[src/sv/tvp_pkg.sv]
// ----------------------------------------------------------------------------
// tvp_pkg
// Widths, register map, beat types and helpers for the trackball projection.
// ----------------------------------------------------------------------------
package tvp_pkg;

  localparam int FRAC_BITS = 12;

  localparam int PIX_W  = 14;
  localparam int CUR_W  = 15;
  localparam int DLT_W  = 16;
  localparam int MAG_W  = 15;
  localparam int RAD_W  = 15;
  localparam int R2_W   = 2 * RAD_W;
  localparam int OUT_W  = 16;
  localparam int DATA_W = 32;
  localparam int ADDR_W = 5;

  // scale divider: (|d| << (F+2)) + s over 2s
  localparam int SQ_W   = MAG_W + FRAC_BITS + 3;
  localparam int DEN_W  = PIX_W + 1;

  // clamped component, squares, root, z divider
  localparam int AX_W   = 31;
  localparam longint CAP = 64'd1 << 30;
  localparam int AX2_W  = 2 * AX_W;
  localparam int SUM_W  = AX2_W + 1;
  localparam int V_W    = SUM_W + 1;
  localparam int RT_W   = V_W / 2;
  localparam int RM_W   = RT_W + 1;
  localparam int SR_W   = RT_W + 1;
  localparam int ZW     = SR_W + 1;

  localparam int OUT_MAX = 32767;

  localparam int QDEPTH = 4;
  localparam int QPTR_W = $clog2(QDEPTH);
  localparam int QCNT_W = QPTR_W + 1;

  localparam logic [RAD_W-1:0] RADIUS_RST = 15'd4506;

  typedef enum logic [2:0] {
    REG_XMIN   = 3'd0,
    REG_XMAX   = 3'd1,
    REG_YMIN   = 3'd2,
    REG_YMAX   = 3'd3,
    REG_RADIUS = 3'd4
  } reg_idx_t;

  typedef struct packed {
    logic [PIX_W-1:0] xmin;
    logic [PIX_W-1:0] xmax;
    logic [PIX_W-1:0] ymin;
    logic [PIX_W-1:0] ymax;
    logic [RAD_W-1:0] radius;
  } cfg_t;

  typedef struct packed {
    logic                    degen;
    logic signed [DLT_W-1:0] dx;
    logic signed [DLT_W-1:0] dy;
    logic [PIX_W-1:0]        s;
  } fq_t;

  typedef struct packed {
    logic                    degen;
    logic                    nx;
    logic                    ny;
    logic                    sphere;
    logic signed [OUT_W-1:0] ox;
    logic signed [OUT_W-1:0] oy;
  } side_t;

  typedef struct packed {
    logic signed [OUT_W-1:0] dir_x;
    logic signed [OUT_W-1:0] dir_y;
    logic signed [OUT_W-1:0] dir_z;
    logic                    on_sphere;
    logic                    degenerate;
  } res_t;

  function automatic logic [OUT_W-1:0] sat_sm(input logic neg, input logic [AX_W-1:0] mag);
    logic [OUT_W-1:0] r;
    if (neg) begin
      r = (mag > AX_W'(OUT_MAX + 1)) ? OUT_W'(OUT_MAX + 1) : OUT_W'(AX_W'(0) - mag);
    end else begin
      r = (mag > AX_W'(OUT_MAX)) ? OUT_W'(OUT_MAX) : mag[OUT_W-1:0];
    end
    return r;
  endfunction

endpackage

[src/sv/tvp_outq.sv]
// ----------------------------------------------------------------------------
// tvp_outq
// Result queue; keeps the pipe moving while the consumer stalls.
// ----------------------------------------------------------------------------
module tvp_outq (
  input  logic           clk,
  input  logic           rst_n,
  input  logic           push,
  input  tvp_pkg::res_t  din,
  output logic           full,
  input  logic           pop,
  output tvp_pkg::res_t  dout,
  output logic           empty
);
  import tvp_pkg::*;

  res_t               q_r [QDEPTH];
  logic [QPTR_W-1:0]  wr_r, wr_nxt, rd_r, rd_nxt;
  logic [QCNT_W-1:0]  cnt_r, cnt_nxt;
  logic               acc, take;

  assign full  = (cnt_r == QCNT_W'(QDEPTH));
  assign empty = (cnt_r == '0);
  assign dout  = q_r[rd_r];
  assign acc   = push && !full;
  assign take  = pop && !empty;

  always_comb begin
    wr_nxt  = acc  ? wr_r + 1'b1 : wr_r;
    rd_nxt  = take ? rd_r + 1'b1 : rd_r;
    cnt_nxt = cnt_r + QCNT_W'(acc) - QCNT_W'(take);
  end

  always_ff @(posedge clk) begin
    if (!rst_n) begin
      wr_r  <= '0;
      rd_r  <= '0;
      cnt_r <= '0;
    end else begin
      wr_r  <= wr_nxt;
      rd_r  <= rd_nxt;
      cnt_r <= cnt_nxt;
    end
  end

  always_ff @(posedge clk) begin
    if (acc) begin
      q_r[wr_r] <= din;
    end
  end

endmodule

[config.mk]
export PLATFORM = sky130hd
export DESIGN_NAME = tvp_outq
export DESIGN_NICKNAME = d
export VERILOG_FILES = /design/src/sv/tvp_pkg.sv /design/src/sv/tvp_outq.sv
export SDC_FILE = /design/constraint.sdc
export NUM_CORES = 1
export LEC_CHECK = 0
export ABC_AREA = 1
export BUFFER_PORTS_ARGS = -buffer_cell sky130_fd_sc_hd__buf_2
export CAP_MARGIN = 30
export CORE_ASPECT_RATIO = 0.75
export CORE_MARGIN = 1
export CORE_UTILIZATION = 45
export DETAILED_ROUTE_END_ITERATION = 6
export GPL_TIMING_DRIVEN = 0
export PLACE_DENSITY = 0.66
export SYNTH_ARGS = -nofsm -noshare
export SYNTH_HDL_FRONTEND = slang
export SYNTH_SLANG_ARGS = --single-unit
[constraint.sdc]
create_clock -name clk -period 4.45 [get_ports clk]
set_input_delay 0.6675 -clock clk [delete_from_list [all_inputs] [get_ports clk]]
set_output_delay 0.6675 -clock clk [all_outputs]
set_load 0.01 [all_outputs]
==> out/results.txt, run 1 <==
status -> complete, no violations
Via-to-Cell Ratio -> 5.18
average cell area after synthesis -> 14.6 um^2
CP max FO -> 10
Power per Cell Area -> 575 nW/um^2
worst setup margin -> 1910 ps
measured slew at the worst slew-check pin -> 898 ps
Die Ht -> 118 um
WP buf/inv -> 3
GP Congestion -> 0.732
Yosys cell types -> 21
clk_lat worst skew -> 480 ps
largest net degree at the start of global routing -> 27
Max-Cap Viols -> 0
WL/cell -> 18.3 um
fill count -> 1397
Core Area -> 17100 um^2
Final setup violation count -> 0
global-route wire length before repair -> 26000 um
FF+latch count, synth -> 209
Critical Path, Cell by Cell -> inv_1 > buf_2 > o21ai_1 > o22ai_1 > buf_2
worst min-delay path class -> input pin to flip-flop
fraction of registers with async set/reset -> 0%
Synth Warn # -> 0
Max VDD drop -> 0.380 mV
top cell type's share of synthesized area -> 74.8%
Sink Count -> 209
final wirelength -> 17100 um
fin nets -> 745
Max Fclk -> 394 MHz
Die Wd -> 156 um
share of cells above drive strength 1 -> 24.8%
slowest stage delay, CP -> 380 ps
Synth Cell Area -> 8030 um^2
Logic pwr share -> 25.7%
min Tclk post-route -> 2540 ps
NetSw -> 0.00162 W
Total Power Consumption -> 0.00553 W
CP delay by family, top -> buffers and inverters
# rows -> 41
clock share of power -> 29.9%
grt total ovfl -> 0
Sw Share -> 29.3%
drt drc -> 0
Vias -> 4847
Post-CTS Hold Buffers -> 0
Commonest cells post-synth -> 200 x edfxtp_1, 111 x nor2_1, 60 x o21ai_1, 50 x o22ai_1, 40 x o21ai_0
final core occ -> 56.2%
Initial Util -> 46.9%
worst relative slew slack -> 40.0%
Cell Int Power -> 0.00391 W
CTS buffer count -> 21
clk buf depth -> 3
CTS tree -> built
Initial DRC Count -> 270
Critical Path End Type -> primary output
worst path required time -> 3780 ps
Worst EP arrival -> 1870 ps
Final Max Slew Viols -> 0
Layout area overhead -> 19.9%
pre-CTS setup slack -> 1930 ps
RSZ-0062 raised after global routing -> no
Final Hold Viols -> 0
antenna-violating nets left -> 0
clk slew on worst S/H paths -> 60 ps
register share of total power -> 44.4%
post-CTS setup repair buffer count -> 0
post-route clock period utilization -> 57.1%
most frequent cell after synthesis -> edfxtp_1
dpl hpwl -> 10700 um
vias in the first global route -> 4882
ys flop type -> edfxtp_1
area leader, netlist -> edfxtp_1
final setup skew -> 7.28 ps
Clock Tree Root -> clkbuf_16
reg2reg setup slack -> 2130 ps
Leakage -> 3.49 nW
die area -> 18400 um^2
GRT Total Usage -> 18.9%
sequential fraction of the synthesis area -> 77.0%
Post-synth EDFFs -> 200
worst-case hold slack -> 393 ps
Crit-path slowest cell -> dfxtp_1
dominant cells by area after synthesis -> edfxtp_1 75%, nor2_1 5.2%, o22ai_1 3.9%
startpoint types -> flip-flop
initial antenna violation count -> 1
Setup CP Type -> flip-flop to primary output
I/O Buffers -> 105
post-CTS sizing -> 0
most frequent cell on the critical path -> buf_2
Mapped Cells -> 551
Synth Net Count -> 612
H-tree depth -> 1
Pre-antenna DRT Iters -> 5
I/O pin total -> 106
==> power by group through the flow <==
stage,clock [W],combinational (W),sequential (W)
2_1_floorplan,0,0.000870,0.00249
3_3_place_gp,0,0.00134,0.00252
3_5_place_dp,0,0.00144,0.00250
4_1_cts,0.00169,0.00145,0.00246
5_1_grt,0.00177,0.00155,0.00247
6_report,0.00165,0.00142,0.00246
==> worst paths after layout <==
| check | start | endpoint | depth (start not counted) |
|---|---|---|---|
| setup / recovery | flip-flop | dout[20] | 5 |
| hold / removal | din[47] | q_r[3][47]$_DFFE_PP_ | 1 |
| setup reg to reg | cnt_r[1]$_SDFF_PN0_ | q_r[3][0]$_DFFE_PP_ | 5 |
| hold reg to reg | rd_r[0]$_SDFFE_PN0P_ | flip-flop | 2 |
==> worst reg2reg max path, delay by kind of cell, from the launching register on <==
| family | cells | cell delay [ps] |
|---|---|---|
| buf+inv | 1 | 320 |
| flops | 1 | 360 |
| simple gates | 4 | 1320 |
==> cell usage in the layout, fill, tap and decap left out, drive strengths merged <==
cell | netlist | routed
edfxtp | 200 | 200
buf | 30 | 140
nor2 | 112 | 112
o21ai | 100 | 100
o22ai | 50 | 50
clkbuf | 0 | 26
inv | 19 | 19
nand2 | 14 | 14
dfxtp | 9 | 9
clkinv | 0 | 9
ha | 6 | 6
a21oi | 5 | 5
nand3 | 4 | 4
bufinv | 0 | 2
diode | 0 | 1
dlymetal6s2s | 1 | 1
fa | 1 | 1
==> kinds of logic after synthesis <==
group | count (synthesis) | synth area share (%)
flip-flops | 209 | 77.0
adder cells (fa/ha/maj) | 7 | 1.18
buffers and inverters | 50 | 5.17
AO/OA/AOI/OAI | 155 | 10.4
AND/OR/NAND/NOR | 130 | 6.17
==> registers in the layout, indices dropped and copies added, names as in the netlist, named ones only <==
signal	count
wr_r	2
q_r	200
rd_r	2
cnt_r	3
==> area by class of cell <==
cell class              instances  area (um^2)  share of cell area (%)
multi-input cells             292         1460                    15.2
clock buffers                  26          544                    5.65
plain buffers                  31          332                    3.44
clock inverters                11         97.6                    1.01
inverters                      19         83.8                   0.871
flip-flops and latches        209         6190                    64.3
repair buffers                110          626                    6.50
well taps                     236          295                    3.07
diodes                          1         2.50                  0.0260
==> routing by layer <==
layer	up-vias	GRT usage, %	wire length [um]
met5	-	0	0
met4	0	5.21	343
met3	28	3.90	1020
met2	136	31.8	8170
met1	2370	24.7	7530
li1	2313	-	-
==> through the flow <==
| step | std cells | TNS, ps | instance area [um^2] |
|---|---|---|---|
| final | 935 | 0 | 9630 |
| after CTS | 934 | 0 | 9620 |
| after floorplan | 551 | 0 | 8030 |
| after global placement | 892 | -126710 | 8850 |
| after global routing | 934 | 0 | 9620 |
| after detailed placement | 897 | 0 | 8980 |
No activity file was read; power rests on OpenSTA's default activity.
==> inputs of run 2 (changes only) <==
==> constraint.sdc (replaced) <==
create_clock -name clk -period 2.4 [get_ports clk]
set_input_delay 0.36 -clock clk [delete_from_list [all_inputs] [get_ports clk]]
set_output_delay 0.36 -clock clk [all_outputs]
set_load 0.01 [all_outputs]
==> run 2 against run 1 <==
  * First-iteration DRC count rose by 11%
  * Final cell count did not move
  * Combinational power rose by 86%
  * Die area did not move
  * Critical endpoint unchanged
  * Highest routed layer unchanged
==> out/results.txt, run 2 (synthesis gave the netlist of run 1 again) <==
initial antenna violation count -> 1 (unchanged)
Max-Cap Viols -> 0 (unchanged)
Pre-antenna DRT Iters -> 6 (was 5)
most common cell after layout, fill and taps aside -> edfxtp_1 (unchanged)
Final Hold Viols -> 0 (unchanged)
met2 usage -> 31.8% (unchanged)
Worst EP arrival -> 1890 ps (was 1870 ps)
post-route clock period utilization -> 93.7%
H-tree depth -> 1 (unchanged)
grt total ovfl -> 0 (unchanged)
largest net degree at the start of global routing -> 27 (unchanged)
fill count -> 1397 (unchanged)
register share of total power -> 44.4% (about the same)
Largest regs -> q_r: 200 flops, cnt_r: 3 flops (unchanged)
fin nets -> 745 (unchanged)
dpl hpwl -> 10700 um (unchanged)
clk slew on worst S/H paths -> 60 ps (about the same)
CP max FO -> 10 (unchanged)
most frequent cells in the layout -> 200 x edfxtp_1, 115 x buf_2, 107 x nor2_1, 60 x o21ai_1, 50 x o22ai_1 (unchanged)
startpoint types -> flip-flop (unchanged)
Max VDD drop -> 0.703 mV (was 0.380 mV)
met1 Use GR -> 24.7% (unchanged)
vias in the first global route -> 4882 (unchanged)
CTS tree -> built (unchanged)
share of cells above drive strength 1 -> 24.9% (was 24.8%)
Via-to-Cell Ratio -> 5.17 (was 5.18)
Max Fclk -> 445 MHz
Layout area overhead -> 19.9% (about the same)
Sink Count -> 209 (unchanged)
Finished Layout Cells -> 935 (unchanged)
Cell Int Power -> 0.00725 W (was 0.00391 W)
Vias -> 4836 (was 4847)
worst r2r path cells -> 5 (unchanged)
I/O pin total -> 106 (unchanged)
NetSw -> 0.00300 W (was 0.00162 W)
CTS buffer count -> 21 (unchanged)
clock share of power -> 29.9% (about the same)
worst setup margin -> 150 ps (was 1910 ps)
reg2reg start -> cnt_r[1]$_SDFF_PN0_ (unchanged)
Logic pwr share -> 25.7% (about the same)
GR peak layer -> met2 (unchanged)
status -> complete, no violations (unchanged)
Critical Path End Type -> primary output (unchanged)
clk buf depth -> 3 (unchanged)
worst path required time -> 2040 ps (was 3780 ps)
GRT Total Usage -> 18.9% (unchanged)
final core occ -> 56.2% (about the same)
placed cell count -> 897 (unchanged)
global-route wire length before repair -> 26000 um (unchanged)
Clock Tree Root -> clkbuf_16 (unchanged)
met3 Track Usage GR -> 3.90% (unchanged)
slowest stage delay, CP -> 390 ps (was 380 ps)
Die Wd -> 156 um (unchanged)
final setup skew -> 6.74 ps (was 7.28 ps)
pre-CTS setup slack -> 39.0 ps (was 1930 ps)
Critical Path, Cell by Cell -> inv_1 > buf_2 > o21ai_1 > o22ai_1 > buf_2 (unchanged)
post-CTS setup repair buffer count -> 0 (unchanged)
Total Power Consumption -> 0.0103 W (was 0.00553 W)
I/O Buffers -> 105 (unchanged)
Crit-path slowest cell -> dfxtp_1 (unchanged)
min Tclk post-route -> 2250 ps
worst min-delay path class -> input pin to flip-flop (unchanged)
Final Max Slew Viols -> 0 (unchanged)
Largest register FFs -> 200 (unchanged)
drt drc -> 0 (unchanged)
Setup CP Type -> flip-flop to primary output (unchanged)
Initial DRC Count -> 301 (was 270)
final wirelength -> 17100 um (about the same)
die area -> 18400 um^2 (unchanged)
reg2reg setup slack -> 180 ps (was 2130 ps)
WL/cell -> 18.3 um (about the same)
Leakage -> 3.49 nW (about the same)
measured slew at the worst slew-check pin -> 896 ps (was 898 ps)
RSZ-0062 raised after global routing -> no (unchanged)
most frequent cell on the critical path -> buf_2 (unchanged)
Hold Crit Depth -> 1 (unchanged)
# rows -> 41 (unchanged)
Power per Cell Area -> 1070 nW/um^2 (was 575 nW/um^2)
Core Area -> 17100 um^2 (unchanged)
HP Start -> din[38] (was din[47])
worst relative slew slack -> 40.1% (was 40.0%)
Reg with most FFs -> q_r (unchanged)
GP Congestion -> 0.732 (unchanged)
antenna-violating nets left -> 0 (unchanged)
Sw Share -> 29.3% (about the same)
Die Ht -> 118 um (unchanged)
Final setup violation count -> 0 (unchanged)
clk_lat worst skew -> 480 ps (about the same)
Initial Util -> 46.9% (unchanged)
==> run 2: cell counts in the layout (fill, tap and decap cells not counted) <==
Identical to the previous run, type by type.
==> run 2: metrics by stage <==
stage               area, um^2  TNS, ps  hold slack (ps)
finish                    9630        0             85.7
global route              9630        0             73.2
CTS                       9620        0             68.8
detailed placement        8980        0              503
global placement          8850  -495340              468
floorplan                 8030  -162250              448
==> run 2: path summary, 6_finish.rpt <==
check | to
max | dout[20]
min | q_r[3][38]$_DFFE_PP_
max reg2reg | q_r[3][0]$_DFFE_PP_
min reg2reg | flip-flop
==> run 2: layout make-up <==
cell class | instances | area, um^2 | area share [%]
multi-input cells | 292 | 1460 | 15.2
plain buffers | 31 | 332 | 3.44
clock buffers | 26 | 544 | 5.65
flip-flops and latches | 209 | 6190 | 64.2
clock inverters | 11 | 97.6 | 1.01
repair buffers | 110 | 626 | 6.50
well taps | 236 | 295 | 3.07
inverters | 19 | 83.8 | 0.871
diodes | 1 | 2.50 | 0.0260
==> run 2: critical path: cells and delay by family (launching register included) <==
| kind | cells | cell delay (ps) |
|---|---|---|
| buffers and inverters | 3 | 680 |
| AOI/OAI and AO/OA | 2 | 340 |
| DFF | 1 | 390 |
==> run 2: power groups by stage <==
stage	Clock [W]	Combinational [W]	Sequential (W)
3_3_place_gp	0	0.00249	0.00466
5_1_grt	0.00328	0.00288	0.00458
3_5_place_dp	0	0.00267	0.00463
2_1_floorplan	0	0.00161	0.00462
6_report	0.00307	0.00264	0.00455
4_1_cts	0.00313	0.00268	0.00456
==> run 2: timing repair <==
action	CTS	global route
setup endpoints to repair	0	78
resized for setup	0	1
hold buffers	0	0
==> run 2: per-layer routing <==
layer	vias up	share of wire [%]
met5	-	0
met1	2370	44
met2	128	48
li1	2312	-
met3	26	6.2
met4	0	2.0
