[config.mk]
export PLATFORM = sky130hd
export DESIGN_NAME = tvp_front
export DESIGN_NICKNAME = d
export VERILOG_FILES = /design/src/sv/tvp_pkg.sv /design/src/sv/tvp_front.sv
export SDC_FILE = /design/constraint.sdc
export NUM_CORES = 1
export LEC_CHECK = 0
export BUFFER_PORTS_ARGS = -buffer_cell sky130_fd_sc_hd__buf_2
export CAP_MARGIN = 5
export CORE_MARGIN = 2
export CORE_UTILIZATION = 40
export CTS_CLUSTER_SIZE = 25
export DETAILED_ROUTE_END_ITERATION = 12
export GPL_ROUTABILITY_DRIVEN = 1
export GPL_TIMING_DRIVEN = 0
export PLACE_DENSITY = 0.57
export SLEW_MARGIN = 20
export SYNTH_ARGS = -nofsm -noshare
export SYNTH_HDL_FRONTEND = slang
export SYNTH_SLANG_ARGS = --single-unit
[constraint.sdc]
create_clock -name clk -period 4.9 [get_ports clk]
set_input_delay 0.245 -clock clk [delete_from_list [all_inputs] [get_ports clk]]
set_output_delay 0.245 -clock clk [all_outputs]
set_load 0.005 [all_outputs]
[src/sv/tvp_pkg.sv]
// ----------------------------------------------------------------------------
// tvp_pkg
// Widths, register map, beat types and helpers for the trackball projection.
// ----------------------------------------------------------------------------
package tvp_pkg;

  localparam int FRAC_BITS = 12;

  localparam int PIX_W  = 14;
  localparam int CUR_W  = 15;
  localparam int DLT_W  = 16;
  localparam int MAG_W  = 15;
  localparam int RAD_W  = 15;
  localparam int R2_W   = 2 * RAD_W;
  localparam int OUT_W  = 16;
  localparam int DATA_W = 32;
  localparam int ADDR_W = 5;

  // scale divider: (|d| << (F+2)) + s over 2s
  localparam int SQ_W   = MAG_W + FRAC_BITS + 3;
  localparam int DEN_W  = PIX_W + 1;

  // clamped component, squares, root, z divider
  localparam int AX_W   = 31;
  localparam longint CAP = 64'd1 << 30;
  localparam int AX2_W  = 2 * AX_W;
  localparam int SUM_W  = AX2_W + 1;
  localparam int V_W    = SUM_W + 1;
  localparam int RT_W   = V_W / 2;
  localparam int RM_W   = RT_W + 1;
  localparam int SR_W   = RT_W + 1;
  localparam int ZW     = SR_W + 1;

  localparam int OUT_MAX = 32767;

  localparam int QDEPTH = 4;
  localparam int QPTR_W = $clog2(QDEPTH);
  localparam int QCNT_W = QPTR_W + 1;

  localparam logic [RAD_W-1:0] RADIUS_RST = 15'd4506;

  typedef enum logic [2:0] {
    REG_XMIN   = 3'd0,
    REG_XMAX   = 3'd1,
    REG_YMIN   = 3'd2,
    REG_YMAX   = 3'd3,
    REG_RADIUS = 3'd4
  } reg_idx_t;

  typedef struct packed {
    logic [PIX_W-1:0] xmin;
    logic [PIX_W-1:0] xmax;
    logic [PIX_W-1:0] ymin;
    logic [PIX_W-1:0] ymax;
    logic [RAD_W-1:0] radius;
  } cfg_t;

  typedef struct packed {
    logic                    degen;
    logic signed [DLT_W-1:0] dx;
    logic signed [DLT_W-1:0] dy;
    logic [PIX_W-1:0]        s;
  } fq_t;

  typedef struct packed {
    logic                    degen;
    logic                    nx;
    logic                    ny;
    logic                    sphere;
    logic signed [OUT_W-1:0] ox;
    logic signed [OUT_W-1:0] oy;
  } side_t;

  typedef struct packed {
    logic signed [OUT_W-1:0] dir_x;
    logic signed [OUT_W-1:0] dir_y;
    logic signed [OUT_W-1:0] dir_z;
    logic                    on_sphere;
    logic                    degenerate;
  } res_t;

  function automatic logic [OUT_W-1:0] sat_sm(input logic neg, input logic [AX_W-1:0] mag);
    logic [OUT_W-1:0] r;
    if (neg) begin
      r = (mag > AX_W'(OUT_MAX + 1)) ? OUT_W'(OUT_MAX + 1) : OUT_W'(AX_W'(0) - mag);
    end else begin
      r = (mag > AX_W'(OUT_MAX)) ? OUT_W'(OUT_MAX) : mag[OUT_W-1:0];
    end
    return r;
  endfunction

endpackage

[src/sv/tvp_front.sv]
// ----------------------------------------------------------------------------
// tvp_front
// Takes cursor beats, centers them on the rectangle, flags a degenerate
// rectangle and queues the work for the back end.
// ----------------------------------------------------------------------------
module tvp_front (
  input  logic                               clk,
  input  logic                               rst_n,
  input  logic                               push,
  output logic                               full,
  input  logic signed [tvp_pkg::CUR_W-1:0]   cursor_x,
  input  logic signed [tvp_pkg::CUR_W-1:0]   cursor_y,
  input  tvp_pkg::cfg_t                      cfg,
  output tvp_pkg::fq_t                       head,
  output logic                               head_vld,
  input  logic                               head_pop
);
  import tvp_pkg::*;

  logic signed [PIX_W:0]   w, h, s;
  logic [PIX_W:0]          cx_sum, cy_sum;
  fq_t                     ent;
  fq_t                     q_r [QDEPTH];
  logic [QPTR_W-1:0]       wr_r, wr_nxt, rd_r, rd_nxt;
  logic [QCNT_W-1:0]       cnt_r, cnt_nxt;
  logic                    acc, pop;

  always_comb begin
    w      = $signed({1'b0, cfg.xmax}) - $signed({1'b0, cfg.xmin});
    h      = $signed({1'b0, cfg.ymax}) - $signed({1'b0, cfg.ymin});
    s      = (w < h) ? w : h;
    cx_sum = {1'b0, cfg.xmin} + {1'b0, cfg.xmax};
    cy_sum = {1'b0, cfg.ymin} + {1'b0, cfg.ymax};
    ent.degen = (s <= 0);
    ent.dx    = DLT_W'(cursor_x) - $signed({2'b00, cx_sum[PIX_W:1]});
    ent.dy    = DLT_W'(cursor_y) - $signed({2'b00, cy_sum[PIX_W:1]});
    ent.s     = s[PIX_W-1:0];
  end

  assign full     = (cnt_r == QCNT_W'(QDEPTH));
  assign head_vld = (cnt_r != '0);
  assign head     = q_r[rd_r];
  assign acc      = push && !full;
  assign pop      = head_pop && head_vld;

  always_comb begin
    wr_nxt  = acc ? wr_r + 1'b1 : wr_r;
    rd_nxt  = pop ? rd_r + 1'b1 : rd_r;
    cnt_nxt = cnt_r + QCNT_W'(acc) - QCNT_W'(pop);
  end

  always_ff @(posedge clk) begin
    if (!rst_n) begin
      wr_r  <= '0;
      rd_r  <= '0;
      cnt_r <= '0;
    end else begin
      wr_r  <= wr_nxt;
      rd_r  <= rd_nxt;
      cnt_r <= cnt_nxt;
    end
  end

  always_ff @(posedge clk) begin
    if (acc) begin
      q_r[wr_r] <= ent;
    end
  end

endmodule

==> results of run 1 <==
[sequential cells by signal, summed over array words and instances, names as in the netlist, named ones only]
signal,cells
q_r,188
cnt_r,3
rd_r,2
wr_r,2
[cell type report]
cell class / instances / share of cell area
flip-flops and latches: 197 / 0.437
inverters: 76 / 0.0214
plain buffers: 29 / 0.0103
multi-input cells: 577 / 0.391
diodes: 1 / 0.000188
repair buffers: 142 / 0.0584
clock inverters: 15 / 0.0145
well taps: 378 / 0.0355
clock buffers: 17 / 0.0319
[through the flow]
step                hold slack (ns)  total power (uW)
finish                        0.125              6120
global route                  0.126              6510
CTS                           0.113              6190
detailed placement            0.566              4730
global placement              0.553              4680
floorplan                     0.367              3950
[cells by family (layout without fill, tap and decap cells)]
group / count (synthesis) / in the layout / synth area share
XOR/XNOR: 70 / 70 / 0.0536
AO/OA/AOI/OAI: 163 / 163 / 0.0962
buffers and inverters: 105 / 279 / 0.0369
AND/OR/NAND/NOR: 180 / 180 / 0.0808
adder cells (fa/ha/maj): 110 / 110 / 0.125
multiplexers: 54 / 54 / 0.0987
flip-flops: 197 / 197 / 0.509
other: 0 / 1 / 0
[power by group]
group	internal (uW)	switching [uW]	total (uW)
Combinational	990	1250	2240
Clock	706	744	1450
Sequential	2360	67.2	2430
[worst reg2reg max path, delay by kind of cell (launching register included)]
family	cells	cell delay, ns
flops	1	0.42
buf+inv	4	0.49
fa+ha+maj	3	0.79
simple gates	3	0.36
xor+xnor	2	0.27
[per-layer routing]
| layer | vias to the layer above | share of wire |
|---|---|---|
| met5 | - | 0 |
| met4 | 0 | 0.0098 |
| met3 | 15 | 0.032 |
| met2 | 133 | 0.47 |
| met1 | 3548 | 0.49 |
| li1 | 3610 | - |
[synth_stat cells (5+ instances only)]
cell type                  count  share of area
sky130_fd_sc_hd__a31oi_1       6         0.0033
sky130_fd_sc_hd__nor3b_1       5         0.0033
sky130_fd_sc_hd__nand4_1       5         0.0027
sky130_fd_sc_hd__ha_1        103           0.11
sky130_fd_sc_hd__a21o_1       14         0.0092
sky130_fd_sc_hd__o21a_1        9         0.0059
sky130_fd_sc_hd__nor3_1       19         0.0083
sky130_fd_sc_hd__nor2_1       46          0.015
sky130_fd_sc_hd__fa_1          7          0.012
sky130_fd_sc_hd__o21ai_0      30          0.013
sky130_fd_sc_hd__xnor2_1      49          0.037
sky130_fd_sc_hd__or3_1         6         0.0033
sky130_fd_sc_hd__nor2b_1      20          0.011
sky130_fd_sc_hd__nand2_1      31          0.010
sky130_fd_sc_hd__a211oi_1      8         0.0052
sky130_fd_sc_hd__buf_2         7         0.0031
sky130_fd_sc_hd__edfxtp_1    188           0.49
sky130_fd_sc_hd__and3_1        5         0.0027
sky130_fd_sc_hd__mux4_2       47          0.092
sky130_fd_sc_hd__o21bai_1      7         0.0046
sky130_fd_sc_hd__inv_1        76          0.025
sky130_fd_sc_hd__and2_1       13         0.0071
sky130_fd_sc_hd__mux2i_1       6         0.0052
sky130_fd_sc_hd__clkbuf_1     14         0.0046
sky130_fd_sc_hd__nand3_1       9         0.0039
sky130_fd_sc_hd__xor2_1       21          0.016
sky130_fd_sc_hd__a21oi_1      46          0.020
sky130_fd_sc_hd__nand2b_1      6         0.0033
sky130_fd_sc_hd__dfxtp_1       9          0.016
[worst min path at each step]
stage	endpoint	slack (ns)
global route	rd_r[0]	0.13
floorplan	flop	0.37
global placement	wr_r[1]	0.55
detailed placement	wr_r[1]	0.57
CTS	rd_r[0]	0.11
finish	rd_r[0]	0.13
[what timing repair did]
| item | in CTS | in global routing |
|---|---|---|
| endpoints found under the setup margin | 0 | 24 |
| resized for setup | 0 | 7 |
| hold buffers | 0 | 0 |
| endpoints found under the hold margin | 0 | 0 |
==> run summary, run 1 <==
The flow ran to the end, and the final reports show no timing, DRC or antenna violations. The critical path goes through buf_2 -> inv_1 -> ha_1 -> inv_1 -> fa_1 -> a21o_1 -> a221o_1 -> o21ai_0 -> a31oi_1 -> a21o_1 -> a21oi_1 -> inv_1 -> ha_1 -> nand4_1 -> o31ai_1 -> a21oi_1 -> o2111ai_2 -> nand2_2 -> clkbuf_2 -> o21ai_0. The most common cell after layout, fill and taps aside is sky130_fd_sc_hd__edfxtp_1. The max-capacitance violation count is 0. The fill cell instance count of the final layout came out at 2,532. The DRC violation total after the first TritonRoute iteration is 517. The area of combinational cells with multiple inputs came out at 5210 sq um. The kind of capture point of the worst setup path is a flop. The number of setup buffers added after CTS is 0. The initial antenna violation count came out at 1. The pin slew with the least headroom to its limit came out at 0.990 ns. The floorplan has 61 rows.

The CTS sink count came out at 197. The gate count after technology mapping came out at 879. The total overflow left after global routing is 0. The headroom to the max-slew limit is 0.340.

The maximum fanout along the worst path is 10. In the global route stage, met3 resource usage came out at 0.0288. The TritonCTS clock tree is built. The clock period minus worst slack is 4.40 ns. The number of synthesized flops with an enable pin came out at 188. The total half-perimeter wirelength after legalization and detailed placement is 19,300 um. The placement-stage cell area came out at 12,700 sq um. The TritonCTS buffer count is 17. The minimum setup slack among reg-to-reg paths is 2.48 ns.

The required time of the critical path is 5.08 ns. The power density over the cells came out at 459 nW/um^2. The startpoint identified for the worst register-to-register timing path is cnt_r[1]. The filler-free cell count of the finished design is 1,432. Among the stages of the critical path, the cell type that occurs most often is sky130_fd_sc_hd__inv_1. The number of max-slew violations in the final report is 0. The routing usage on met1 came out at 0.256.

The routed layout has 7,306 vias. The initial utilization of the core area, before any placement, comes to 0.409. The arrival time reported for the critical path endpoint came out at 4.57 ns.

The endpoint identified for the worst register-to-register timing path is cnt_r[2]. Across all setup checks in the final design, the least slack found is 0.502 ns. The remaining design rule violation count is 0. The worst hold path begins at rst_n. From left edge to right edge, the die measures 173 um. The post-synthesis average cell area came out at 13.0 sq um.

The via count normalized by instance count came out at 5.10. The path length in cells of the critical path came out at 20. The area growth from synthesis to final layout is 16.5%.

In this run the count of I/O pins placed on the die edge is 154. Measured on the finished design, the core utilization comes to 0.476. After clock tree synthesis, the clock-pin slew on the worst setup and hold paths is 0.08 ns. In this run the remaining antenna-violating nets after routing total 0.

The kind of cell with the highest combined delay along the critical path is compound AO/OA/AOI/OAI gates. The fraction of layout cells with a size suffix above 1 came out at 0.238. The total core area came out at 28,000 sq um. In this run the most used layer during global routing was met2. The fraction of met2 tracks used by global routing is 0.281. The peak per-stage delay on the critical path is 0.42 ns. Setup repair after global routing left no endpoint under its margin. The weighted congestion reported at the end of routability-driven placement came out at 0.800. The share of async-settable or async-resettable flops after synthesis is 0.

The largest net degree at the start of global routing came out at 45. The first element of the critical path is cfg[15]. The warning count from the yosys run came out at 0.

The master of the slowest instance on the critical path is sky130_fd_sc_hd__o21ai_0. The count of buffers added on input and output ports is 138. The post-synthesis net count is 1,094. The total standard cell area after synthesis is 11,400 sq um. The detailed-route wire length per cell is 18.1 um.

Setup violations remaining at the end of the flow were counted as 0. The number of global-route vias before repair is 7,315. The critical path ends at q_r[0][11]. The analysis attributes to cell leakage a power of 0.00521 uW.

The worst-case clock skew came out at 0.0137 ns. The share of the yosys chip area belonging to registers came out at 0.509. The worst voltage drop across the vdd grid came out at 296 uV. The global-route wire length before repair is 40,800 um. The tightest min-delay check is of the in -> reg type. The distinct cell type count after synthesis is 68. The total area of sequential cells is 5830 sq um. The final sum of negative setup slack came out at 0 ns. CTS placed an instance of sky130_fd_sc_hd__clkbuf_16 at the clock tree root. The die covers 30,000 sq um.

The buffers plus inverters on the worst setup path is 5. For this run, the leading register cell type out of synthesis is sky130_fd_sc_hd__edfxtp_1. The fmax is 227 MHz. The share of the clock period used by the worst path came out at 0.897. The number of levels in the clock H-tree came out at 4. Counting tap cells, the placed design contains a total of 1,399 instances.

The first-pass iteration count of the detailed router came out at 5. The global-route usage over all layers came out at 0.177. The clock insertion delay at the later pin of the skew report is 0.44 ns. The final design instance area without fill came out at 13,300 sq um. The final-report hold violation count came to 0.

Wires add up to 25,900 um. The floorplan step set the die height to 173 um. The synthesis-stage register bit count is 197. Measured in cells, the most critical reg-to-reg path has a length of 12. The top cell types in the final layout, fill and taps aside, are sky130_fd_sc_hd__edfxtp_1 (188), sky130_fd_sc_hd__buf_2 (145), sky130_fd_sc_hd__ha_1 (103). The critical setup path kind is in -> reg. The net count reported at finish is 1,255. The cell depth of the worst min-delay path came out at 2. The startpoint kind of the worst setup timing path is a primary input. The worst setup slack before clock tree synthesis came out at -0.172 ns. No sink is reached through more buffers than the 2 on the longest clock path.
No activity file was read; power rests on OpenSTA's default activity.
==> run 2, diff against run 1 <==
- ABC_AREA: unset -> 1
==> run 2 against run 1 <==
Global-route usage rose by 0.96 points. Power decreased by 0.72%. Via count is 19% higher. Count of clock-buffer cells in the layout up 3. Largest cell class unchanged. Hold slack got worse by 0.028 ns. Non-clock buffer count rose by 17. Combinational power up 6%. Utilization fell by 0.15 points. Flip-flop and latch count unchanged.
==> run summary, run 2 <==
The number of nets handed over by synthesis was 1,392. The number of global-route vias before repair is 8,369. After detailed routing, the total wire length is 28,600 um. The library cell used most frequently in the layout, excluding fill and tap cells, is sky130_fd_sc_hd__edfxtp_1.

The area growth from synthesis to final layout is 16.5%. The total setup violations reported at the end of the flow came out at 0. The TritonCTS clock tree is built.

For this block, the initial DRC count from the detailed router was 606. The count of pins on the block boundary came out at 154. The switching power came out at 2250 uW. The distinct cell type count after synthesis came out at 48. The worst-case clock skew came out at 0.0107 ns.

The largest net degree at the start of global routing is 23. The relative contribution of combinational cells to total power is 0.390. The number of synthesized flops with an enable pin came out at 188. The total standard cell area after synthesis came out at 11,700 sq um. The area of combinational cells with multiple inputs is 5230 sq um.

Of the cells placed in the final design, the portion with a size suffix greater than 1 is 0.179. The global-route wire length before repair came out at 44,400 um. The total core area came out at 28,800 sq um. The fmax is 255 MHz. The share of total power dissipated in the clock network is 0.212.

The total overflow reported by the global router is 0. The arrival time reported for the critical path endpoint came out at 4.06 ns. The initial utilization of the core area, before any placement, comes to 0.407. The synthesis-stage register bit count came out at 197. The leakage dissipation is 0.00581 uW. At the worst endpoint, the required time is 5.04 ns.

The cell internal power dissipation is 3820 uW. The share of the clock period used by the worst path came out at 0.801. The cell depth of the worst min-delay path is 3. The switching share of total power came out at 0.371.

The number of vias in the routed layout came out at 8,683. The share of async-settable or async-resettable flops after synthesis came out at 0. The remaining design rule violation count came out at 0. The max-capacitance violation count is 0. The pin slew with the least headroom to its limit came out at 0.691 ns. The share of total power dissipated in sequential elements is 0.398. The floorplan step set the die height to 175 um. The overall die area came out at 30,700 sq um.

The top cell types in the final layout, fill and taps aside, are sky130_fd_sc_hd__edfxtp_1 (188), sky130_fd_sc_hd__buf_2 (142), sky130_fd_sc_hd__nor2_1 (139). The share of the Yosys chip area taken by registers is 0.497. The worst setup path is of the in -> reg kind. The clock period minus worst slack came out at 3.92 ns. Of the post-synthesis cell area, the dominant cell type holds 0.482.

The root buffer cell is sky130_fd_sc_hd__clkbuf_16. The net count reported at finish came out at 1,557. The number of levels in the clock H-tree came out at 4. The path type of the worst min-delay path is in -> reg.

The first TritonRoute pass finished after 4 iterations. The CTS sink count came out at 197. The detailed-route wire length per cell came out at 16.5 um.

In the final layout, the registers with the most flip-flops are q_r (188), cnt_r (3). The number of buffers on the longest clock path is 2. Row generation in the floorplan step produced 62 rows.

The detail route stage leaves a number of antenna-violating nets equal to 0. Among all flip-flop cells after synthesis, the most frequent one is sky130_fd_sc_hd__edfxtp_1. The largest register by flop count is q_r. The initial antenna violation count came out at 1.

STA classifies the critical path startpoint as a primary input. Yosys attributes the largest share of cell area to sky130_fd_sc_hd__edfxtp_1 (48%), sky130_fd_sc_hd__ha_1 (11%), sky130_fd_sc_hd__o21ai_0 (5.1%). The warning count from the yosys run came out at 0. The clock slew seen by the registers of the worst setup and hold paths is 0.07 ns. The power density over the cells came out at 445 nW/um^2. The number of max-slew violations in the final report came out at 0. The flip-flop count of the largest register, all copies and words added came out at 188. The kind of capture point of the worst setup path is a flop. The largest total area in the synthesized netlist belongs to sky130_fd_sc_hd__edfxtp_1. The overall power after layout came out at 6070 uW. A synthesized cell averages 9.95 sq um. The fill cell instance count of the final layout is 2,711. The worst setup slack before clock tree synthesis is 0.525 ns.

After layout, the worst setup slack is 0.976 ns. The count of instances resized after the clock tree is built came out at 0. The TritonCTS buffer count is 17. The final-report hold violation count came out at 0. Setup repair after global routing left no endpoint under its margin. IR analysis of the VDD net gives a maximum drop of 233 uV. The overall die width came out at 175 um. The congestion estimate from routability-driven global placement came to 0.845. The number of setup buffers added after CTS is 0. The worst hold-check slack came out at 0.0972 ns.

The number of buffer cells added on primary ports came out at 138. The depth of the worst register-to-register path is 9. The number of buffers inserted for hold repair after clock tree synthesis is 0. The clock insertion delay at the later pin of the skew report came out at 0.43 ns. The total area of sequential cells is 5830 sq um.

Once detailed placement completed, the half-perimeter wirelength came to 22,000 um. In the synthesized netlist, the cells that appear most often are sky130_fd_sc_hd__edfxtp_1 (188), sky130_fd_sc_hd__nor2_1 (143), sky130_fd_sc_hd__inv_1 (125), sky130_fd_sc_hd__o21ai_0 (120), sky130_fd_sc_hd__nand2_1 (117). The cell count after synthesis came out at 1,177. The flow ran to the end, and the final reports show no timing, DRC or antenna violations. The core utilization of the finished layout is 0.474.

After detailed routing, the number of vias per cell comes to 4.99. The maximum fanout along the worst path came out at 10. Yosys instantiated no cell more often than sky130_fd_sc_hd__edfxtp_1. The headroom to the max-slew limit is 0.539. In the global route stage, overall resource usage came out at 0.187.
==> run 2: changes by cell type after synthesis, moves of 16 or more <==
cell | previous run | this run
sky130_fd_sc_hd__inv_1 | 76 | 125
sky130_fd_sc_hd__mux4_2 | 47 | 0
sky130_fd_sc_hd__nand2_1 | 31 | 117
sky130_fd_sc_hd__nor2b_1 | 20 | 0
sky130_fd_sc_hd__a21oi_1 | 46 | 73
sky130_fd_sc_hd__nor3_1 | 19 | 3
sky130_fd_sc_hd__o22ai_1 | 0 | 47
sky130_fd_sc_hd__nand2_2 | 1 | 18
sky130_fd_sc_hd__nor2_1 | 46 | 143
sky130_fd_sc_hd__nand3_1 | 9 | 30
sky130_fd_sc_hd__o21ai_0 | 30 | 120
sky130_fd_sc_hd__xnor2_1 | 49 | 11
sky130_fd_sc_hd__clkbuf_1 | 14 | 30
sky130_fd_sc_hd__xor2_1 | 21 | 57
==> run 2: worst paths after layout <==
| check | startpoint | end | slack, ns |
|---|---|---|---|
| max | cfg[45] | q_r[3][46] | 0.98 |
| min | rst_n | cnt_r[1] | 0.1 |
| max reg2reg | cnt_r[1] | cnt_r[2] | 2.37 |
| min reg2reg | rd_r[1] | rd_r[1] | 0.46 |
==> run 2: cells by family after synthesis <==
family	count (synthesis)	synth area share
compound gates	281	0.133
fa+ha+maj	110	0.122
simple gates	351	0.138
flops	197	0.497
buf+inv	170	0.0589
xor+xnor	68	0.0508
==> run 2: layer usage <==
layer | GRT usage | vias up | wire, um
li1 | - | 4406 | -
met1 | 0.251 | 4079 | 13400
met2 | 0.315 | 177 | 13800
met3 | 0.0252 | 21 | 953
met4 | 0.0542 | 0 | 507
met5 | 0 | - | 0
==> run 2: metrics by stage <==
step	setup TNS, ns	instances	area (sq um)
floorplan	0	1177	11700
global placement	-0.780	1699	12900
detailed placement	0	1707	13100
CTS	0	1739	13600
global route	0	1740	13700
finish	0	1740	13700
==> run 2: power by group through the flow <==
stage          logic, uW  registers, uW  clock network [uW]
2_1_floorplan       1460           2450                   0
3_3_place_gp        2280           2480                   0
3_5_place_dp        2390           2450                   0
4_1_cts             2390           2420                1310
5_1_grt             2640           2440                1380
6_report            2370           2420                1290
==> run 2: area by class of cell <==
type | count | share of cell area
antenna | 1 | 0.000183
buffer | 42 | 0.0153
clock buffer | 20 | 0.0320
clock inverter | 12 | 0.00816
inverter | 128 | 0.0352
multi-input combinational | 810 | 0.383
sequential | 197 | 0.427
tap | 384 | 0.0352
timing repair buffer | 146 | 0.0640
==> run 2: worst max-delay path, cell delays in order <==
cell and delay (ns):
sky130_fd_sc_hd__buf_2 0.11, sky130_fd_sc_hd__ha_1 0.28, sky130_fd_sc_hd__buf_2 0.16, sky130_fd_sc_hd__a21oi_1 0.17
sky130_fd_sc_hd__o21ai_0 0.09, sky130_fd_sc_hd__a21oi_1 0.29, sky130_fd_sc_hd__o21ai_1 0.14, sky130_fd_sc_hd__a21boi_0 0.30
sky130_fd_sc_hd__o21ai_1 0.11, sky130_fd_sc_hd__xor2_1 0.30, sky130_fd_sc_hd__inv_1 0.08, sky130_fd_sc_hd__ha_1 0.29
sky130_fd_sc_hd__nand3_1 0.11, sky130_fd_sc_hd__nor2_1 0.13, sky130_fd_sc_hd__nand4_2 0.12, sky130_fd_sc_hd__nor2_2 0.14
sky130_fd_sc_hd__nor2_4 0.07, sky130_fd_sc_hd__nand2_4 0.12, sky130_fd_sc_hd__nand2_8 0.09, sky130_fd_sc_hd__nand2_8 0.11
sky130_fd_sc_hd__nand2_1 0.08, sky130_fd_sc_hd__nand2_2 0.18, sky130_fd_sc_hd__nor2_2 0.05, sky130_fd_sc_hd__nand2_1 0.05
sky130_fd_sc_hd__nor2_1 0.04, sky130_fd_sc_hd__nand2_1 0.05, sky130_fd_sc_hd__nand2_1 0.13
